File: src/design/lcd_pkg.sv
// Shared types, constants and helper functions of the layered centroid distance block.
// Used by lcd_ctrl, lcd_dpath and the top level; depends on nothing.
`timescale 1ns / 1ps

package lcd_pkg;

    localparam int MAX_DIMS     = 16;
    localparam int MAX_CLUSTERS = 16;
    localparam int MAX_LAYERS   = 4;
    localparam int DATA_W       = 32;
    localparam int IDX_W        = 4;
    localparam int LAYER_W      = 2;
    localparam int CNT_W        = 5;
    localparam int NL_W         = 3;
    localparam int CADDR_W      = LAYER_W + IDX_W + IDX_W;
    localparam int CFG_IDX_W    = 3;
    localparam int CFG_DATA_W   = 5;

    localparam logic [1:0] ACT_LO     = 2'd0;
    localparam logic [1:0] ACT_HI     = 2'd1;
    localparam logic [1:0] ACT_CENT   = 2'd2;
    localparam logic [1:0] ACT_SAMPLE = 2'd3;

    localparam logic [CFG_IDX_W-1:0] CFG_SCALING = 3'd0;
    localparam logic [CFG_IDX_W-1:0] CFG_LAYERS  = 3'd1;
    localparam logic [CFG_IDX_W-1:0] CFG_INPUTS  = 3'd2;
    localparam logic [CFG_IDX_W-1:0] CFG_L0      = 3'd3;
    localparam logic [CFG_IDX_W-1:0] CFG_L1      = 3'd4;
    localparam logic [CFG_IDX_W-1:0] CFG_L2      = 3'd5;
    localparam logic [CFG_IDX_W-1:0] CFG_L3      = 3'd6;

    // Commands from the controller to the datapath.
    typedef struct packed {
        logic               load_en;
        logic               div_start;
        logic               prep_write;
        logic               prep_scaled;
        logic               sum_clr;
        logic               diff_en;
        logic               mul_en;
        logic               acc_en;
        logic               sqrt_start;
        logic               dist_write;
        logic               out_load;
        logic               sel;
        logic               layer_unsigned;
        logic [LAYER_W-1:0] layer;
        logic [IDX_W-1:0]   clus;
        logic [IDX_W-1:0]   elem;
        logic [IDX_W-1:0]   outk;
        logic               out_last;
    } t_cmd;

    typedef struct packed {
        logic div_busy;
        logic sqrt_busy;
    } t_status;

    // Counts of zero act as one; counts above the maximum act as the maximum.
    function automatic logic [CNT_W-1:0] clamp_count(input logic [CNT_W-1:0] v);
        logic [CNT_W-1:0] r;
        r = v;
        if (v == '0) r = CNT_W'(1);
        else if (v > CNT_W'(MAX_CLUSTERS)) r = CNT_W'(MAX_CLUSTERS);
        return r;
    endfunction

    function automatic logic [NL_W-1:0] clamp_layers(input logic [NL_W-1:0] v);
        logic [NL_W-1:0] r;
        r = v;
        if (v == '0) r = NL_W'(1);
        else if (v > NL_W'(MAX_LAYERS)) r = NL_W'(MAX_LAYERS);
        return r;
    endfunction

endpackage

File: src/design/lcd_ctrl.sv
// Controller of the layered centroid distance block: configuration registers and sequencer.
// Drives lcd_dpath through lcd_pkg::t_cmd and reads lcd_pkg::t_status.
`timescale 1ns / 1ps

module lcd_ctrl (
    input  logic                             i_clk,
    input  logic                             i_rst_n,
    input  logic                             i_valid,
    output logic                             o_stall,
    input  logic [1:0]                       i_action,
    input  logic [lcd_pkg::IDX_W-1:0]        i_dim_index,
    input  logic                             i_cfg_we,
    input  logic [lcd_pkg::CFG_IDX_W-1:0]    i_cfg_index,
    input  logic [lcd_pkg::CFG_DATA_W-1:0]   i_cfg_data,
    output logic                             o_valid,
    input  logic                             i_stall,
    output lcd_pkg::t_cmd                    o_cmd,
    input  lcd_pkg::t_status                 i_status
);
    import lcd_pkg::*;

    localparam logic [3:0] S_IDLE = 4'd0;
    localparam logic [3:0] S_PREP = 4'd1;
    localparam logic [3:0] S_DIVW = 4'd2;
    localparam logic [3:0] S_CLR  = 4'd3;
    localparam logic [3:0] S_RD   = 4'd4;
    localparam logic [3:0] S_DIFF = 4'd5;
    localparam logic [3:0] S_MUL  = 4'd6;
    localparam logic [3:0] S_ACC  = 4'd7;
    localparam logic [3:0] S_SQS  = 4'd8;
    localparam logic [3:0] S_SQW  = 4'd9;
    localparam logic [3:0] S_OUTL = 4'd10;
    localparam logic [3:0] S_OUTW = 4'd11;

    logic [3:0]         r_state, n_state;
    logic               r_use_scaling;
    logic [NL_W-1:0]    r_num_layers;
    logic [CNT_W-1:0]   r_input_count;
    logic [CNT_W-1:0]   r_clusters [MAX_LAYERS];
    logic [IDX_W-1:0]   r_j, n_j, r_i, n_i, r_k, n_k;
    logic [LAYER_W-1:0] r_layer, n_layer;
    logic               r_sel, n_sel;
    logic [CNT_W-1:0]   r_nin, n_nin;
    logic               r_valid, n_valid;
    logic [CNT_W-1:0]   w_nin0, w_m;
    logic [NL_W-1:0]    w_nl;
    logic               w_j_last, w_i_last, w_k_last, w_l_last;

    assign w_nin0   = clamp_count(r_input_count);
    assign w_m      = clamp_count(r_clusters[r_layer]);
    assign w_nl     = clamp_layers(r_num_layers);
    assign w_j_last = ({1'b0, r_j} == r_nin - CNT_W'(1));
    assign w_i_last = ({1'b0, r_i} == w_m - CNT_W'(1));
    assign w_k_last = ({1'b0, r_k} == r_nin - CNT_W'(1));
    assign w_l_last = ({1'b0, r_layer} == w_nl - NL_W'(1));

    assign o_stall = (r_state != S_IDLE);
    assign o_valid = r_valid;

    always_comb begin
        n_state = r_state;
        n_j     = r_j;
        n_i     = r_i;
        n_k     = r_k;
        n_layer = r_layer;
        n_sel   = r_sel;
        n_nin   = r_nin;
        n_valid = r_valid;
        o_cmd   = '0;
        o_cmd.sel            = r_sel;
        o_cmd.layer_unsigned = (r_layer != '0);
        o_cmd.layer          = r_layer;
        o_cmd.clus           = r_i;
        o_cmd.elem           = r_j;
        o_cmd.outk           = r_k;
        o_cmd.out_last       = w_k_last;
        case (r_state)
            S_IDLE: begin
                if (i_valid) begin
                    o_cmd.load_en = 1'b1;
                    if (i_action == ACT_SAMPLE &&
                        {1'b0, i_dim_index} == w_nin0 - CNT_W'(1)) begin
                        n_j     = '0;
                        n_sel   = 1'b0;
                        n_nin   = w_nin0;
                        n_state = S_PREP;
                    end
                end
            end
            S_PREP, S_DIVW: begin
                if (r_state == S_PREP && r_use_scaling) begin
                    o_cmd.div_start = 1'b1;
                    n_state = S_DIVW;
                end else if (r_state == S_PREP || !i_status.div_busy) begin
                    o_cmd.prep_write  = 1'b1;
                    o_cmd.prep_scaled = (r_state == S_DIVW);
                    if (w_j_last) begin
                        n_j     = '0;
                        n_i     = '0;
                        n_layer = '0;
                        n_state = S_CLR;
                    end else begin
                        n_j     = r_j + IDX_W'(1);
                        n_state = S_PREP;
                    end
                end
            end
            S_CLR: begin
                o_cmd.sum_clr = 1'b1;
                n_j     = '0;
                n_state = S_RD;
            end
            S_RD:   n_state = S_DIFF;
            S_DIFF: begin
                o_cmd.diff_en = 1'b1;
                n_state = S_MUL;
            end
            S_MUL: begin
                o_cmd.mul_en = 1'b1;
                n_state = S_ACC;
            end
            S_ACC: begin
                o_cmd.acc_en = 1'b1;
                if (w_j_last) begin
                    n_state = S_SQS;
                end else begin
                    n_j     = r_j + IDX_W'(1);
                    n_state = S_RD;
                end
            end
            S_SQS: begin
                o_cmd.sqrt_start = 1'b1;
                n_state = S_SQW;
            end
            S_SQW: begin
                if (!i_status.sqrt_busy) begin
                    o_cmd.dist_write = 1'b1;
                    if (w_i_last) begin
                        n_sel = ~r_sel;
                        n_nin = w_m;
                        if (w_l_last) begin
                            n_k     = '0;
                            n_state = S_OUTL;
                        end else begin
                            n_layer = r_layer + LAYER_W'(1);
                            n_i     = '0;
                            n_state = S_CLR;
                        end
                    end else begin
                        n_i     = r_i + IDX_W'(1);
                        n_state = S_CLR;
                    end
                end
            end
            S_OUTL: begin
                o_cmd.out_load = 1'b1;
                n_valid = 1'b1;
                n_state = S_OUTW;
            end
            S_OUTW: begin
                if (!i_stall) begin
                    n_valid = 1'b0;
                    if (w_k_last) begin
                        n_state = S_IDLE;
                    end else begin
                        n_k     = r_k + IDX_W'(1);
                        n_state = S_OUTL;
                    end
                end
            end
            default: n_state = S_IDLE;
        endcase
    end

    always_ff @(posedge i_clk) begin
        if (!i_rst_n) begin
            r_state       <= S_IDLE;
            r_valid       <= 1'b0;
            r_use_scaling <= 1'b0;
            r_num_layers  <= NL_W'(1);
            r_input_count <= CNT_W'(16);
            for (int l = 0; l < MAX_LAYERS; l++) r_clusters[l] <= CNT_W'(16);
            r_j     <= '0;
            r_i     <= '0;
            r_k     <= '0;
            r_layer <= '0;
            r_sel   <= 1'b0;
            r_nin   <= CNT_W'(1);
        end else begin
            r_state <= n_state;
            r_valid <= n_valid;
            r_j     <= n_j;
            r_i     <= n_i;
            r_k     <= n_k;
            r_layer <= n_layer;
            r_sel   <= n_sel;
            r_nin   <= n_nin;
            if (i_cfg_we) begin
                case (i_cfg_index)
                    CFG_SCALING: r_use_scaling  <= i_cfg_data[0];
                    CFG_LAYERS:  r_num_layers   <= i_cfg_data[NL_W-1:0];
                    CFG_INPUTS:  r_input_count  <= i_cfg_data;
                    CFG_L0:      r_clusters[0]  <= i_cfg_data;
                    CFG_L1:      r_clusters[1]  <= i_cfg_data;
                    CFG_L2:      r_clusters[2]  <= i_cfg_data;
                    CFG_L3:      r_clusters[3]  <= i_cfg_data;
                    default:     ;
                endcase
            end
        end
    end

`ifndef NO_ASSERTIONS
    a_valid_only_in_outw: assert property (@(posedge i_clk) disable iff (!i_rst_n)
        r_valid |-> (r_state == S_OUTW))
        else $error("result valid outside the output wait state");
    a_div_only_scaling: assert property (@(posedge i_clk) disable iff (!i_rst_n)
        (r_state == S_DIVW) |-> r_use_scaling)
        else $error("divider wait without scaling enabled");
    a_last_back_to_idle: assert property (@(posedge i_clk) disable iff (!i_rst_n)
        (r_valid && !i_stall && w_k_last) |=> (r_state == S_IDLE))
        else $error("no return to idle after the last result");
    a_k_in_range: assert property (@(posedge i_clk) disable iff (!i_rst_n)
        r_valid |-> ({1'b0, r_k} < r_nin))
        else $error("result index beyond centroid count");
`endif

endmodule

File: config.mk
export PLATFORM = sky130hd
export DESIGN_NAME = lcd_ctrl
export DESIGN_NICKNAME = d
export VERILOG_FILES = /design/src/design/lcd_pkg.sv /design/src/design/lcd_ctrl.sv
export SDC_FILE = /design/constraint.sdc
export NUM_CORES = 1
export LEC_CHECK = 0
export BUFFER_PORTS_ARGS = -buffer_cell sky130_fd_sc_hd__buf_4
export CORE_AREA = 2 2 91 93
export DETAILED_ROUTE_END_ITERATION = 8
export DIE_AREA = 0 0 93 95
export GPL_TIMING_DRIVEN = 0
export SYNTH_ARGS = -nofsm -noshare
export SYNTH_HDL_FRONTEND = slang
export SYNTH_SLANG_ARGS = --single-unit
File: constraint.sdc
create_clock -name i_clk -period 7.2 [get_ports i_clk]
set_clock_uncertainty 0.2 [all_clocks]
set_input_delay 0.72 -clock i_clk [delete_from_list [all_inputs] [get_ports i_clk]]
set_output_delay 0.72 -clock i_clk [all_outputs]
set_load 0.05 [all_outputs]
==> results.sh <==
export IMPL_status="finished, final reports clean"
export IMPL_die_area_um2=8840
export IMPL_wl_per_cell_um=16.5
export IMPL_slowest_stage="mux4_1"
export IMPL_cp_slowest_stage_delay_ns=0.69
export IMPL_synth_top_cell_area_share=0.212
export IMPL_setup_viol=0
export IMPL_multiInputGateArea_um2=1960
export IMPL_p_leak_nw=1.49
export IMPL_die_width_um=93
export IMPL_cts_setup_buffers=0
export IMPL_root_buffer="clkbuf_8"
export IMPL_seqCellArea_um2=1320
export IMPL_p_clk_frac=0.184
export IMPL_cp_data_required_time_ns=7.19
export IMPL_ios=51
export IMPL_crit_arrival_ns=3.87
export IMPL_intPower_uw=591
export IMPL_fin_crit_sh=0.538
export IMPL_crit_chain="buf_6 -> mux4_1 -> nor3_1 -> o21ai_0 -> ha_1 -> a21oi_1 -> nand3_1 -> a22o_4 -> o21ai_0 -> o21a_1 -> a311oi_1"
export IMPL_synth_top_area_cell="dfxtp_1"
export IMPL_drcViolationCount=0
export IMPL_cts_buffers=5
export IMPL_cts_sinks=56
export IMPL_yosysSeqAreaShare=0.388
export IMPL_area_growth_pct=17.7
export IMPL_timing_fmax_mhz=258
export IMPL_swShare=0.429
export IMPL_yosysWarningCount=0
export IMPL_timing_final_max_slew_violations=0
export IMPL_maxCapViolations=0
export IMPL_cts_max_path_buffers=2
export IMPL_hp_class="reg -> reg"
export IMPL_regToRegSetupSlack_ns=3.33
export IMPL_clkTransAtPathRegs_ns=0.11
export IMPL_post_cts_resized=0
export IMPL_synth_avg_cell_area_um2=9.11
export IMPL_p_comb_frac=0.450
export IMPL_vias=3041
export IMPL_drt_initial_drc_count=150
export IMPL_ys_ff_latch=56
export IMPL_crit_buf_inv=1
export IMPL_diodes=0
export IMPL_pwr_share_seq=0.365
export IMPL_worst_slew_pin_slew_ns=1.28
export IMPL_cts_max_level=2
export IMPL_crit_fanout=8
export IMPL_final_hold_viol_count=0
export IMPL_overflow=0
export IMPL_cp_start_kind="register"
export IMPL_critPathCaptureType="register"
export IMPL_routabilityCongestion=0.826
export IMPL_relSlewSlack=0.143
export IMPL_dpl_cell_count=529
export IMPL_syn_area_um2=3410
export IMPL_fin_crit_ns=3.87
export IMPL_grt_max_degree=20
export IMPL_final_fill_count=792
export IMPL_dpl_hpwl_um=6720
export IMPL_async_flop_share=0
export IMPL_crit_top_cell="o21ai_0"
export IMPL_ant_nets=0
export IMPL_timing_hold_ws_ns=0.292
export IMPL_path_class="reg -> reg"
export IMPL_setup_tns_ns=0
export IMPL_vias_per_cell=5.66
export IMPL_wirelength_um=8850
export IMPL_core_area_um2=7930
export IMPL_synth_edf_count=20
export IMPL_power_density_nw_per_um2=258
export IMPL_grt_pass1_vias=2909
export IMPL_antenna_found_initial=0
export IMPL_ys_types=62
export IMPL_cp_top_family="compound AO/OA/AOI/OAI gates"
export IMPL_syn_inst=374
export IMPL_synth_main_ff_cell="dfxtp_1"
export IMPL_initial_core_util=0.430
export IMPL_clk_latency_ns=0.32
export IMPL_layout_nets=460
export IMPL_ir_worst_vdd_mv=0.0877
export IMPL_rsz0062_at_grt="false"
export IMPL_min_from="r_num_layers[0]$_SDFFE_PN1P_"
export IMPL_synth_area_top_cells="dfxtp_1 (21%), edfxtp_1 (18%), nor2_1 (3.9%)"
export IMPL_cts_tree="done"
export IMPL_syn_num_nets=403
export IMPL_die_h_um=95
export IMPL_drive_gt1_frac=0.162
export IMPL_ctsHoldBuffers=0
export IMPL_netSwitchingPower_uw=444
export IMPL_grtUsageTotal=0.214
export IMPL_detail_route_first_pass_iterations=7
export IMPL_fp_row_count=33
export IMPL_p_total_mw=1.04
export IMPL_grt_pass1_wl_um=14700
export IMPL_port_buffers=50
export IMPL_instances_no_fill=537
==> metal layers <==
| metal | GRT usage | vias to the layer above | routed length, um |
|---|---|---|---|
| met2 | 0.342 | 82 | 3990 |
| met5 | 0 | - | 0 |
| li1 | - | 1495 | - |
| met3 | 0.0327 | 10 | 493 |
| met4 | 0.0613 | 0 | 125 |
| met1 | 0.302 | 1454 | 4250 |
==> worst reg2reg max path, cell delays in order, from the launching register on <==
cell	delay [ns]
dfxtp_1	0.34
buf_6	0.13
mux4_1	0.69
nor3_1	0.27
o21ai_0	0.15
ha_1	0.27
a21oi_1	0.16
nand3_1	0.12
a22o_4	0.30
o21ai_0	0.67
o21a_1	0.33
a311oi_1	0.11
==> flip-flops by register name, indices dropped and copies added, names as in the netlist, named ones only <==
name / flops
r_clusters: 20
r_input_count: 5
r_nin: 5
r_i: 4
r_j: 4
r_k: 4
r_state: 4
r_num_layers: 3
r_layer: 2
o_valid: 1
r_sel: 1
r_use_scaling: 1
==> power by group through the flow <==
stage	clock, mW	combinational [mW]	sequential, mW
after floorplan	0	0.326	0.398
after global placement	0	0.456	0.384
after detailed placement	0	0.463	0.386
after CTS	0.196	0.464	0.378
after global routing	0.204	0.510	0.383
final	0.191	0.466	0.378
==> path summary, 6_finish.rpt <==
check                                       to  cells after the start
setup / recovery           r_k[1]$_SDFFE_PN0P_                     11
hold / removal    r_num_layers[0]$_SDFFE_PN1P_                      2
setup reg to reg           r_k[1]$_SDFFE_PN0P_                     11
hold reg to reg   r_num_layers[0]$_SDFFE_PN1P_                      2
==> stage by stage <==
stage                     utilization  instance area [um^2]  setup slack, ns
after floorplan                     -                  3410             3.90
after global placement          0.494                  3910             3.43
after detailed placement        0.494                  3910             3.38
after CTS                       0.506                  4010             3.36
after global routing            0.506                  4010             3.15
final                           0.506                  4010             3.33
==> layout by cell type, fill, tap and decap left out, types with 5 or more instances in the layout <==
cell type	synthesis	routed
nor3_1	14	14
xnor2_1	11	11
or3_1	7	7
mux2i_1	13	13
clkbuf_1	9	9
and2_1	20	20
ha_1	8	8
inv_1	15	15
a311oi_1	6	6
dfxtp_1	36	36
nor2_1	35	35
nand2b_1	11	11
nor3b_1	5	5
a21oi_1	20	20
o21ai_0	10	10
clkbuf_8	0	5
a31oi_1	10	10
o21a_1	6	6
nand2_1	26	26
edfxtp_1	20	20
buf_4	2	52
nor4_1	5	5
nand3_1	9	9
and3_1	6	6
xor2_1	6	6
==> Yosys cell counts, drive strengths merged, types with 4 or more instances <==
master / count
a31oi: 10
a211o: 4
mux4: 5
nor2: 35
dfxtp: 36
edfxtp: 20
a311oi: 6
mux2i: 13
buf: 5
nand4: 4
and3: 6
nor2b: 4
nand2b: 11
nor4: 5
and2: 20
ha: 8
nand3: 9
nor3: 14
or3: 8
inv: 15
xnor2: 11
o21a: 6
nand2: 26
clkbuf: 9
a21oi: 20
nor3b: 5
xor2: 6
o21ai: 11
==> kinds of logic (layout without fill, tap and decap cells) <==
logic type               Yosys count  count (layout)  share of synthesized area
AND/OR/NAND/NOR                  158             158                      0.245
AO/OA/AOI/OAI                     86              86                      0.177
XOR/XNOR                          18              18                     0.0503
adder cells (fa/ha/maj)            8               8                     0.0294
multiplexers                      18              18                     0.0734
buffers and inverters             30              88                     0.0375
flip-flops                        56              56                      0.388
==> area by class of cell <==
type / count / share of cell area
clock inverters: 3 / 0.00686
multi-input cells: 288 / 0.488
repair buffers: 50 / 0.0936
inverters: 16 / 0.0150
clock buffers: 5 / 0.0172
plain buffers: 14 / 0.0168
well taps: 105 / 0.0328
flip-flops and latches: 56 / 0.329
Note: power is estimated with default switching activity, not from simulation.
